`config.mk`:
```
export PLATFORM = sky130hd
export DESIGN_NAME = tour_segment_crossover_core
export DESIGN_NICKNAME = d
export VERILOG_FILES = /design/src/sv/tsc_pkg.sv /design/src/sv/tour_segment_crossover_core.sv /design/src/sv/tsc_ram.sv
export SDC_FILE = /design/constraint.sdc
export NUM_CORES = 2
export LEC_CHECK = 0
export BUFFER_PORTS_ARGS = -buffer_cell sky130_fd_sc_hd__buf_2
export CAP_MARGIN = 20
export CORE_MARGIN = 5
export CORE_UTILIZATION = 53
export CTS_CLUSTER_SIZE = 14
export DETAILED_ROUTE_END_ITERATION = 8
export PLACE_DENSITY_LB_ADDON = 0.3
export SYNTH_ARGS = -nofsm -noshare
export SYNTH_HDL_FRONTEND = slang
export SYNTH_SLANG_ARGS = --single-unit
```
`constraint.sdc`:
```
create_clock -name clk -period 10.25 [get_ports clk]
set_input_delay 1.025 -clock clk [delete_from_list [all_inputs] [get_ports clk]]
set_output_delay 1.025 -clock clk [all_outputs]
set_load 0.02 [all_outputs]
```
`src/sv/tsc_pkg.sv`:
```
`default_nettype none
package tsc_pkg;

	localparam int CITY_W = 6;
	localparam int OP_W = 2;
	localparam int POS_W = CITY_W + 1;
	localparam int CFG_IDX_W = 1;
	localparam int MAX_TOUR_ENTRIES_DEF = 64;

	localparam logic [OP_W-1:0] OP_LOAD_FIRST = 2'd0;
	localparam logic [OP_W-1:0] OP_LOAD_SECOND = 2'd1;
	localparam logic [OP_W-1:0] OP_RUN = 2'd2;

	localparam logic [CFG_IDX_W-1:0] CFG_NUM_CITIES = 1'b0;
	localparam logic [CFG_IDX_W-1:0] CFG_START_CITY = 1'b1;

	localparam logic [CITY_W-1:0] RST_NUM_CITIES = 6'd48;
	localparam logic [CITY_W-1:0] RST_START_CITY = 6'd1;

	typedef enum logic [4:0] {
		ST_IDLE = 5'b00001,
		ST_COPY = 5'b00010,
		ST_FILL_POS = 5'b00100,
		ST_FILL_CHK = 5'b01000,
		ST_OUT = 5'b10000
	} tsc_state_t;

endpackage
`default_nettype wire

```
`src/sv/tour_segment_crossover_core.sv`:
```
`default_nettype none
// Flow. A load item is written into its parent store as it is accepted. A run is accepted in
// idle, writes the start city at position 0, copies the clipped parent-one segment, fills the
// other positions from parent two, fetches the first city, then outputs T entries (T = tour entries).
// One item in flight: no new item is accepted until the last output of a run is taken.
// Reset (arst_n low, asynchronous): sequencer idle, load counts and used-city map cleared,
// num_cities = 48, start_city = 1. The three tour stores are not cleared.
module tour_segment_crossover_core #(
	parameter int MAX_TOUR_ENTRIES = tsc_pkg::MAX_TOUR_ENTRIES_DEF
) (
	input wire logic clk,
	input wire logic arst_n,
	// configuration write channel
	input wire logic cfg_valid,
	output logic cfg_ready,
	input wire logic [tsc_pkg::CFG_IDX_W-1:0] cfg_index,
	input wire logic [tsc_pkg::CITY_W-1:0] cfg_data,
	// input stream
	input wire logic s_tvalid,
	output logic s_tready,
	input wire logic [23:0] s_tdata, // [5:0] city, [11:6] segment_offset, [17:12] segment_length
	input wire logic [1:0] s_tuser, // [1:0] op
	// output stream
	output logic m_tvalid,
	input wire logic m_tready,
	output logic [7:0] m_tdata, // [5:0] child_city
	output logic m_tlast
);

	localparam int AW = $clog2(MAX_TOUR_ENTRIES);
	localparam int CW = tsc_pkg::CITY_W;
	localparam int PW = tsc_pkg::POS_W;
	localparam logic [PW-1:0] MAX_POS = PW'(MAX_TOUR_ENTRIES);
	localparam logic [AW-1:0] LAST_ADDR = AW'(MAX_TOUR_ENTRIES - 1);

	// input field split
	logic [CW-1:0] in_city;
	logic [CW-1:0] in_offset;
	logic [CW-1:0] in_length;
	logic [tsc_pkg::OP_W-1:0] in_op;

	assign in_city = s_tdata[5:0];
	assign in_offset = s_tdata[11:6];
	assign in_length = s_tdata[17:12];
	assign in_op = s_tuser;

	// configuration
	logic [CW-1:0] num_cities_q;
	logic [CW-1:0] start_city_q;

	// sequencer state
	tsc_pkg::tsc_state_t state_q, state_d;
	logic [AW-1:0] first_cnt_q, second_cnt_q;
	logic [63:0] used_q;
	logic [PW-1:0] tour_len_q; // T, tour entries of this run
	logic [PW-1:0] seg_start_q; // first copied position, clipped to 1
	logic [PW-1:0] seg_end_q; // one past the last copied position
	logic [PW-1:0] copy_pos_q; // parent-one read position
	logic pend_s1; // parent-one read data arrives this cycle
	logic [PW-1:0] pend_pos_s1;
	logic [PW-1:0] fill_pos_q; // child position being filled
	logic [PW-1:0] scan_pos_q; // parent-two scan pointer
	logic [PW-1:0] out_pos_q;

	// RAM ports
	logic first_we, first_re, second_we, second_re, child_we, child_re;
	logic [AW-1:0] first_waddr, first_raddr, second_waddr, second_raddr;
	logic [AW-1:0] child_waddr, child_raddr;
	logic [CW-1:0] first_rdata, second_rdata, child_wdata, child_rdata;

	// run setup: tour length and clipped segment bounds
	logic [PW-1:0] run_tour_len, run_tour_last, run_seg_start, run_seg_sum, run_seg_end;

	always_comb begin
		run_tour_len = {1'b0, num_cities_q} + PW'(1);
		if (run_tour_len > MAX_POS) begin
			run_tour_len = MAX_POS;
		end
		run_tour_last = run_tour_len - PW'(1);
		run_seg_start = (in_offset == '0) ? PW'(1) : {1'b0, in_offset};
		run_seg_sum = run_seg_start + {1'b0, in_length};
		run_seg_end = (run_seg_sum > run_tour_last) ? run_tour_last : run_seg_sum;
	end

	logic in_accept, out_accept, out_last;
	logic copy_issue, fill_in_seg, scan_hit;

	assign s_tready = (state_q == tsc_pkg::ST_IDLE);
	assign in_accept = s_tvalid && s_tready;
	assign cfg_ready = 1'b1;

	assign m_tvalid = (state_q == tsc_pkg::ST_OUT);
	assign out_last = (out_pos_q == tour_len_q - PW'(1));
	assign m_tlast = out_last;
	assign m_tdata = {2'b00, child_rdata};
	assign out_accept = m_tvalid && m_tready;

	assign copy_issue = (copy_pos_q < seg_end_q);
	assign fill_in_seg = (fill_pos_q >= seg_start_q) && (fill_pos_q < seg_end_q);
	assign scan_hit = !used_q[second_rdata];

	// next state and memory controls
	always_comb begin
		state_d = state_q;
		first_we = 1'b0;
		first_waddr = first_cnt_q;
		first_re = 1'b0;
		first_raddr = copy_pos_q[AW-1:0];
		second_we = 1'b0;
		second_waddr = second_cnt_q;
		second_re = 1'b0;
		second_raddr = scan_pos_q[AW-1:0];
		child_we = 1'b0;
		child_waddr = fill_pos_q[AW-1:0];
		child_wdata = '0;
		child_re = 1'b0;
		child_raddr = '0;
		unique case (state_q)
			tsc_pkg::ST_IDLE: begin
				if (in_accept) begin
					case (in_op)
						tsc_pkg::OP_LOAD_FIRST: begin
							first_we = 1'b1;
						end
						tsc_pkg::OP_LOAD_SECOND: begin
							second_we = 1'b1;
						end
						tsc_pkg::OP_RUN: begin
							// position 0 always holds the start city
							child_we = 1'b1;
							child_waddr = '0;
							child_wdata = start_city_q;
							state_d = tsc_pkg::ST_COPY;
						end
						default: begin
						end
					endcase
				end
			end
			tsc_pkg::ST_COPY: begin
				first_re = copy_issue;
				if (pend_s1) begin
					child_we = 1'b1;
					child_waddr = pend_pos_s1[AW-1:0];
					child_wdata = first_rdata;
				end
				if (!copy_issue && !pend_s1) begin
					state_d = tsc_pkg::ST_FILL_POS;
				end
			end
			tsc_pkg::ST_FILL_POS: begin
				if (fill_pos_q >= tour_len_q) begin
					child_re = 1'b1;
					state_d = tsc_pkg::ST_OUT;
				end else if (!fill_in_seg) begin
					if (scan_pos_q >= tour_len_q) begin
						// parent two exhausted
						child_we = 1'b1;
					end else begin
						second_re = 1'b1;
						state_d = tsc_pkg::ST_FILL_CHK;
					end
				end
			end
			tsc_pkg::ST_FILL_CHK: begin
				if (scan_hit) begin
					child_we = 1'b1;
					child_wdata = second_rdata;
				end
				state_d = tsc_pkg::ST_FILL_POS;
			end
			tsc_pkg::ST_OUT: begin
				if (out_accept) begin
					if (out_last) begin
						state_d = tsc_pkg::ST_IDLE;
					end else begin
						child_re = 1'b1;
						child_raddr = out_pos_q[AW-1:0] + AW'(1);
					end
				end
			end
			default: begin
				state_d = tsc_pkg::ST_IDLE;
			end
		endcase
	end

	always_ff @(posedge clk or negedge arst_n) begin
		if (!arst_n) begin
			state_q <= tsc_pkg::ST_IDLE;
			num_cities_q <= tsc_pkg::RST_NUM_CITIES;
			start_city_q <= tsc_pkg::RST_START_CITY;
			first_cnt_q <= '0;
			second_cnt_q <= '0;
			used_q <= '0;
			pend_s1 <= 1'b0;
		end else begin
			state_q <= state_d;
			if (cfg_valid && cfg_ready) begin
				unique case (cfg_index)
					tsc_pkg::CFG_NUM_CITIES: num_cities_q <= cfg_data;
					tsc_pkg::CFG_START_CITY: start_city_q <= cfg_data;
					default: begin
					end
				endcase
			end
			// advance load counters, wrapping at the store depth
			if (first_we) begin
				first_cnt_q <= (first_cnt_q == LAST_ADDR) ? '0 : first_cnt_q + AW'(1);
			end
			if (second_we) begin
				second_cnt_q <= (second_cnt_q == LAST_ADDR) ? '0 : second_cnt_q + AW'(1);
			end
			if (out_accept && out_last) begin
				first_cnt_q <= '0;
				second_cnt_q <= '0;
			end
			pend_s1 <= (state_q == tsc_pkg::ST_COPY) && copy_issue;
			// used-city map: clear on run start, mark copied and picked cities
			if (in_accept && in_op == tsc_pkg::OP_RUN) begin
				used_q <= '0;
			end else if (state_q == tsc_pkg::ST_COPY && pend_s1) begin
				used_q[first_rdata] <= 1'b1;
			end else if (state_q == tsc_pkg::ST_FILL_CHK && scan_hit) begin
				used_q[second_rdata] <= 1'b1;
			end
		end
	end

	// position registers, all written before use on each run
	always_ff @(posedge clk) begin
		pend_pos_s1 <= copy_pos_q;
		if (in_accept && in_op == tsc_pkg::OP_RUN) begin
			tour_len_q <= run_tour_len;
			seg_start_q <= run_seg_start;
			seg_end_q <= run_seg_end;
			copy_pos_q <= run_seg_start;
			fill_pos_q <= PW'(1);
			scan_pos_q <= PW'(1);
		end
		if (state_q == tsc_pkg::ST_COPY && copy_issue) begin
			copy_pos_q <= copy_pos_q + PW'(1);
		end
		if (state_q == tsc_pkg::ST_FILL_POS && fill_pos_q < tour_len_q) begin
			if (fill_in_seg || scan_pos_q >= tour_len_q) begin
				fill_pos_q <= fill_pos_q + PW'(1);
			end
		end
		if (state_q == tsc_pkg::ST_FILL_CHK) begin
			// on a hit hold the scan pointer; that entry now reads as used
			if (scan_hit) begin
				fill_pos_q <= fill_pos_q + PW'(1);
			end else begin
				scan_pos_q <= scan_pos_q + PW'(1);
			end
		end
		if (state_q == tsc_pkg::ST_FILL_POS && fill_pos_q >= tour_len_q) begin
			out_pos_q <= '0;
		end else if (out_accept && !out_last) begin
			out_pos_q <= out_pos_q + PW'(1);
		end
	end

	tsc_ram #(.WIDTH(CW), .DEPTH(MAX_TOUR_ENTRIES)) u_first_ram (
		.clk(clk),
		.we(first_we),
		.waddr(first_waddr),
		.wdata(in_city),
		.re(first_re),
		.raddr(first_raddr),
		.rdata(first_rdata)
	);

	tsc_ram #(.WIDTH(CW), .DEPTH(MAX_TOUR_ENTRIES)) u_second_ram (
		.clk(clk),
		.we(second_we),
		.waddr(second_waddr),
		.wdata(in_city),
		.re(second_re),
		.raddr(second_raddr),
		.rdata(second_rdata)
	);

	tsc_ram #(.WIDTH(CW), .DEPTH(MAX_TOUR_ENTRIES)) u_child_ram (
		.clk(clk),
		.we(child_we),
		.waddr(child_waddr),
		.wdata(child_wdata),
		.re(child_re),
		.raddr(child_raddr),
		.rdata(child_rdata)
	);

	// one item in flight: never accept while a result is offered
	a_no_overlap: assert property (@(posedge clk) disable iff (!arst_n)
		!(s_tready && m_tvalid))
		else $error("input accepted while output pending");

	// the final output returns the block to idle with load counts cleared
	a_last_idle: assert property (@(posedge clk) disable iff (!arst_n)
		out_accept && m_tlast |=> s_tready && first_cnt_q == '0 && second_cnt_q == '0)
		else $error("run did not end cleanly");

	// the scan check only runs on a parent-two entry inside the tour
	a_scan_range: assert property (@(posedge clk) disable iff (!arst_n)
		state_q == tsc_pkg::ST_FILL_CHK |-> scan_pos_q < tour_len_q)
		else $error("parent-two scan past tour end");

	// a copied position lies inside the clipped segment, never position 0
	a_copy_range: assert property (@(posedge clk) disable iff (!arst_n)
		pend_s1 |-> pend_pos_s1 < seg_end_q && pend_pos_s1 != '0)
		else $error("segment copy out of range");

	// the fill position never runs past the tour length
	a_fill_range: assert property (@(posedge clk) disable iff (!arst_n)
		state_q == tsc_pkg::ST_FILL_CHK |-> fill_pos_q < tour_len_q)
		else $error("fill position out of range");

endmodule
`default_nettype wire

```
`src/sv/tsc_ram.sv`:
```
`default_nettype none
module tsc_ram #(
	parameter int WIDTH = 6,
	parameter int DEPTH = 64
) (
	input wire logic clk,
	input wire logic we,
	input wire logic [$clog2(DEPTH)-1:0] waddr,
	input wire logic [WIDTH-1:0] wdata,
	input wire logic re,
	input wire logic [$clog2(DEPTH)-1:0] raddr,
	output logic [WIDTH-1:0] rdata
);

	logic [WIDTH-1:0] mem [DEPTH];

	always_ff @(posedge clk) begin
		if (we) begin
			mem[waddr] <= wdata;
		end
		// hold read data until the next read
		if (re) begin
			rdata <= mem[raddr];
		end
	end

endmodule
`default_nettype wire
```
# Word level (Yosys, flattened, before mapping)
# Memory sizes are Yosys's and may differ from the RTL's. A register that Yosys moved wholly into a read port is not among the register bits.
# Index checks and enable logic that the tools add are counted.
# word_totals
output_inout_bits,12
in_bits,38
ramBits,1152
memories,3
ff_bits,149
# memory_table
memory,words,width,read_ports,rd_ports_with_merged_regs,wr,line,text
u_child_ram.mem,64,6,1,1,1,tsc_ram.sv:15,logic [WIDTH-1:0] mem [DEPTH];
u_first_ram.mem,64,6,1,1,1,tsc_ram.sv:15,
u_second_ram.mem,64,6,1,1,1,tsc_ram.sv:15,
# op_classes
add_sub_neg,11
n_lt_le_gt_ge,12
n_eq_ne,17
n_reduce_logical,28
bitwise_logic,3
muxes,78
# ops
operator,count
$mux 64,3
$or 64x64->64,2
$mux 6,17
$mux 7,12
$mux 5,8
$mux 1,30
$add 7x1->7 const B,4
$pmux 5 s5,1
$ge 7x7->1,3
$lt 7x7->1,3
$add 6x1->6 const B,3
$pmux 6 s3,1
$logic_and 1x1->1,14
$lt 6x7->1 const B,2
$sub 7x1->7 const B,2
$demux 1 s6,2
$eq 6x6->1 const B,2
$ge 6x1->1 const B,2
$pmux 6 s2,1
$ne 2x1->1 const B,4
$add 6x1->7 const B,1
$add 6x6->7,1
$eq 7x7->1,1
$gt 7x7->1,1
22 further kinds,29

# Depth between registers and ports, before layout
# logic_depth
word_depth,8
depth_mapped,19
ltp_nobuf,18

# Modules after synthesis
# Synthesis repeated with hierarchy kept, for this count alone.
# hier_totals
cells_unflattened,3062
area_unflattened_um2,54725.0
# modules_own_cells
module,cells_each,instances,seq_area_each_um2,area_each_um2
tsc_ram,720,3,11711.2,15285.9
tour_segment_crossover_core,902,1,3708.6,8867.3

# Worst setup path before layout
# Ideal clock, no wire load.
# synth_path
kind,input -> register
start,input port s_tdata[7]
end,register seg_end_q[5] (data pin)
arrival_ns,4.184
stages,15
required_time_ns,9.990
path_slack_ns,5.806
path_cell_list,or4_1 -> o21bai_1 -> ha_1 -> fa_1 -> ha_1 -> nor2b_1 -> o21a_1 -> o21a_1 -> o21a_1 -> o21a_1 -> o21ai_0 -> nand2b_1 -> o21a_1 -> clkbuf_1 -> mux2_2
# synth_via
elab_chain_cells,5
# synth_rtl
element,line,text
from (decl),tour_segment_crossover_core.sv:21,"input wire logic [23:0] s_tdata,"
$logic_not 6->1 *,tour_segment_crossover_core.sv:80,"run_seg_start = (in_offset == '0) ? PW'(1) : {1'b0, in_offset};"
$mux 6 *,tour_segment_crossover_core.sv:80,
net run_seg_start[0],tour_segment_crossover_core.sv:72,"logic [PW-1:0] run_tour_len, run_tour_last, run_seg_start, run_seg_sum, run_seg_end;"
$add 6x6->7 *,tour_segment_crossover_core.sv:81,"run_seg_sum = run_seg_start + {1'b0, in_length};"
$gt 7x7->1,tour_segment_crossover_core.sv:82,run_seg_end = (run_seg_sum > run_tour_last) ? run_tour_last : run_seg_sum;
$mux 7 *,tour_segment_crossover_core.sv:82,
net run_seg_end[5],tour_segment_crossover_core.sv:72,
to (signal assigned),tour_segment_crossover_core.sv:236,seg_end_q <= run_seg_end;
to (decl),tour_segment_crossover_core.sv:57,logic [PW-1:0] seg_end_q;
# The timed path passes the listed nets; every way through them passes the cells marked *.
# A chain may end at the register's enable or synchronous reset.

# Worst setup path after layout
# layout_path
start,register tour_len_q[0]
end,register u_child_ram.rdata[2] (read register of u_child_ram.mem) (data pin)
# layout_via
elab_chain_cells,5
# layout_rtl
element,line,text
from (decl),tour_segment_crossover_core.sv:55,logic [PW-1:0] tour_len_q;
from (signal assigned),tour_segment_crossover_core.sv:234,tour_len_q <= run_tour_len;
$sub 7x1->7,tour_segment_crossover_core.sv:93,assign out_last = (out_pos_q == tour_len_q - PW'(1));
$eq 7x7->1,tour_segment_crossover_core.sv:93,
$mux 1 or $mux 6 (tied branches),tour_segment_crossover_core.sv:174,if (out_last) begin
$mux 1 or $mux 6 (tied branches),tour_segment_crossover_core.sv:173,if (out_accept) begin
$pmux 1 s2 or $mux 6 (tied branches),tour_segment_crossover_core.sv:118,unique case (state_q)
to (decl),tsc_ram.sv:12,output logic [WIDTH-1:0] rdata
# Parallel ways exist; a longest one is shown, timed or not.

==> impl_metrics.yaml <==
global_routing:
  grt_usage_pct: 23.39
  grt_pass1_wl_um: 191400
  grt_max_degree: 104
  first_global_vias: 30220
  antenna_found_initial: 2
  grt_overflow: 0
routing:
  drt_iter0_markers: 3673
  post-route-drc-count: 0
  dr_total_vias: 29840
  wl_um: 126100
  viasPerCell: 6.443
  wl_per_cell_um: 27.23
  antenna_left: 0
  firstDrtPassIters: 6
clock_network:
  postCtsResizedCells: 0
  clock_path_buffers: 3
  postCtsSetupBuffers: 0
  clk_latency_ns: 0.74
  cts-root-buf: "clkbuf_16"
  cts_tree: "built"
  path_clk_slew_ns: 0.06
  cts_hold_buf: 0
  clkSinkCount: 1318
  numCtsBuffers: 133
  htreeDepth: 4
place:
  gp_congestion: 0.8945
  hpwl_um: 78070
  dp.cells: 4383
  port_buffers: 40
  post-place-ws_ns: 5.424
  placed_cell_area_um2: 56010
timing:
  setup_violations: 0
  setup_slack_ns: 5.312
  fin_hold_ws_ns: 0.3063
  slew_headroom_pct: 23.19
  maxSlewViolCount: 0
  hold_viol_final: 0
  fin_crit_sh_pct: 48.18
  worst_slew_pin_slew_ns: 1.152
  max_freq_mhz: 202.5
  fin_setup_tns_ns: 0
  grt_setup_unrepaired: "no"
  finClkSkew_ns: 0.02586
  layout_min_cycle_time_ns: 4.938
flow_run:
  cap_violations: 0
worst_setup_path:
  worstSetupPathType: "flip-flop to flip-flop"
  ff2ff_path_depth: 14
  cp_slowest_cell: "nor2_2"
  start_kind: "flip-flop"
  r2r-start: "tour_len_q[0]"
  cp.arrival_ns: 5.41
  end_kind: "flip-flop"
  slowest_delay_ns: 0.68
  worstPathMaxFanout: 26
  cp.required_ns: 10.72
  crit_path_cell_trace: "inv_1 > ha_1 > nor3b_1 > xnor2_1 > a22o_1 > o211ai_2 > buf_4 > inv_2 > nor2_2 > buf_4 > a31oi_1 > a311oi_1 > a311oi_1 > or3_1"
  timing.rr.end: "u_child_ram.rdata[2]"
  r2r_slack_ns: 5.31
power_and_ir_drop:
  total_power_mw: 13.49
  p_leak_nw: 19.60
  vdd_drop_max_mv: 0.1760
  power.density_nw_per_um2: 223.4
yosys:
  synth_area_leader_cell: "edfxtp_1"
  ys_top_cells_by_area: "edfxtp_1 66%, mux4_2 13%, dfrtp_1 4.1%, nor2_1 1.9%, ha_1 1.2%"
  yosys_register_bits: 1318
  synth_edf_count: 1197
  synth_ff_type: "edfxtp_1"
  synth_top_cell_area_share_pct: 66.05
  synth.distinct_cells: 84
  syn-instance-count: 3117
  yosys_warnings: 0
  yosysSeqAreaShare_pct: 71.38
  syn_area_um2: 54420
  avgSynthCellArea_um2: 17.46
  async_reset_ff_share_pct: 7.132
floorplanning:
  io_pins: 50
  start_util_pct: 53.41
  die_area_um2: 109200
  std_cell_rows: 117
  fp.dieH_um: 330.4
  core_um2: 101900
  die_w_um: 330.4
worst_hold_path:
  hp-class: "input port to async pin"
final_layout:
  area_delta_synth_final_pct: 10.94
  final.fill_count: 7309
  final_cell_area_um2: 60370
  num_antenna_cells: 0
  final_layout_size_suffix_gt1_share_pct: 20.35
  final_util_pct: 59.25
  finalNonFillerCells: 4631
  nNetsFinal: 3251
outcome:
  status: "finished clean"
worst max path at each step:
stage | startpoint | to
global placement | s_tdata[7] | seg_end_q[5]
CTS | tour_len_q[1] | u_child_ram.rdata[2]
detailed placement | s_tdata[7] | seg_end_q[5]
floorplan | s_tdata[7] | seg_end_q[5]
global route | tour_len_q[0] | u_child_ram.rdata[2]
finish | tour_len_q[0] | u_child_ram.rdata[2]
sequential cells by signal, summed over array words and instances, names as in the netlist:
| signal | flops |
|---|---|
| u_child_ram.mem | 384 |
| u_first_ram.mem | 384 |
| u_second_ram.mem | 384 |
| used_q | 64 |
| copy_pos_q | 7 |
| fill_pos_q | 7 |
| out_pos_q | 7 |
| scan_pos_q | 7 |
| seg_end_q | 7 |
| tour_len_q | 7 |
| first_cnt_q | 6 |
| num_cities_q | 6 |
| pend_pos_s1 | 6 |
| second_cnt_q | 6 |
| seg_start_q | 6 |
| start_city_q | 6 |
| u_child_ram.rdata | 6 |
| u_first_ram.rdata | 6 |
| u_second_ram.rdata | 6 |
| state_q | 5 |
| pend_s1 | 1 |
where the power goes:
part	leakage (nW)	switching, mW	total [mW]	internal [mW]
clock	2.07	1.99	4.70	2.71
combinational	5.23	1.34	2.37	1.03
sequential	12.3	0.285	6.42	6.13
layout by cell type, fill, tap and decap left out, types with 9 or more instances in the layout:
cell | netlist | layout
bufinv_16 | 0 | 9
xnor2_1 | 23 | 22
o22ai_1 | 77 | 77
mux2_2 | 32 | 32
nor2_1 | 272 | 271
clkinv_2 | 0 | 20
mux4_2 | 307 | 307
o21a_1 | 12 | 12
buf_2 | 15 | 35
nand2_1 | 130 | 130
a221oi_1 | 24 | 24
a22o_1 | 9 | 9
dfxtp_1 | 27 | 23
nor3_1 | 27 | 27
edfxtp_1 | 1197 | 1197
a21oi_1 | 134 | 134
o2bb2ai_1 | 10 | 10
a21o_1 | 19 | 19
nand3_1 | 61 | 60
clkbuf_1 | 116 | 27
nor2b_1 | 16 | 16
o21ai_0 | 73 | 72
dfrtp_1 | 90 | 90
and3_1 | 18 | 18
xor2_1 | 20 | 19
nand2b_1 | 10 | 10
clkbuf_16 | 0 | 138
nand4_1 | 12 | 12
a31oi_1 | 13 | 13
mux2i_1 | 32 | 32
o211ai_1 | 13 | 13
buf_4 | 4 | 49
clkinv_1 | 0 | 31
inv_1 | 58 | 52
a211oi_1 | 9 | 9
nand3b_1 | 9 | 9
ha_1 | 54 | 54
synthesized netlist by cell type, types with 19 or more instances:
master    count
edfxtp_1   1197
mux4_2      307
nor2_1      272
a21oi_1     134
nand2_1     130
clkbuf_1    116
dfrtp_1      90
o22ai_1      77
o21ai_0      73
nand3_1      61
inv_1        58
ha_1         54
buf_1        52
mux2_2       32
mux2i_1      32
dfxtp_1      27
nor3_1       27
a221oi_1     24
xnor2_1      23
xor2_1       20
a21o_1       19
layout make-up:
type / instances / area (um2) / area share, %
Clock inverter: 73 / 639.4 / 1.059
Sequential cell: 1318 / 38850 / 64.36
Clock buffer: 167 / 3582 / 5.933
Tap cell: 1368 / 1712 / 2.835
Inverter: 59 / 222.7 / 0.3689
Timing Repair Buffer: 92 / 704.4 / 1.167
Multi-Input combinational cell: 1554 / 14660 / 24.28
layer usage:
| layer | up-vias | share of wire, % | global-route usage [%] |
|---|---|---|---|
| met4 | 4 | 3.1 | 8.075 |
| met5 | - | 0.019 | 0 |
| met1 | 15320 | 39 | 32.55 |
| met3 | 276 | 8.5 | 4.267 |
| met2 | 1601 | 50 | 37.95 |
| li1 | 12630 | - | - |
cell families after synthesis:
| group | count (synthesis) | synth area share, % |
|---|---|---|
| and+or+nand+nor | 616 | 5.336 |
| AOI/OAI and AO/OA | 466 | 5.589 |
| DFF | 1318 | 71.38 |
| muxes | 371 | 13.96 |
| adders and majority gates | 55 | 1.278 |
| xor gates and xnor gates | 43 | 0.6920 |
| buffers and inverters | 246 | 1.759 |
| other | 2 | 0.01380 |
critical path, delay by kind of cell (launching register included):
| family | cells | cell delay, ns |
|---|---|---|
| and+or+nand+nor | 3 | 1.47 |
| DFF | 1 | 0.51 |
| xor gates and xnor gates | 1 | 0.14 |
| adders and majority gates | 1 | 0.19 |
| AOI/OAI and AO/OA | 5 | 1.12 |
| buffers and inverters | 4 | 1.22 |
Note: power is estimated with default switching activity, not from simulation.
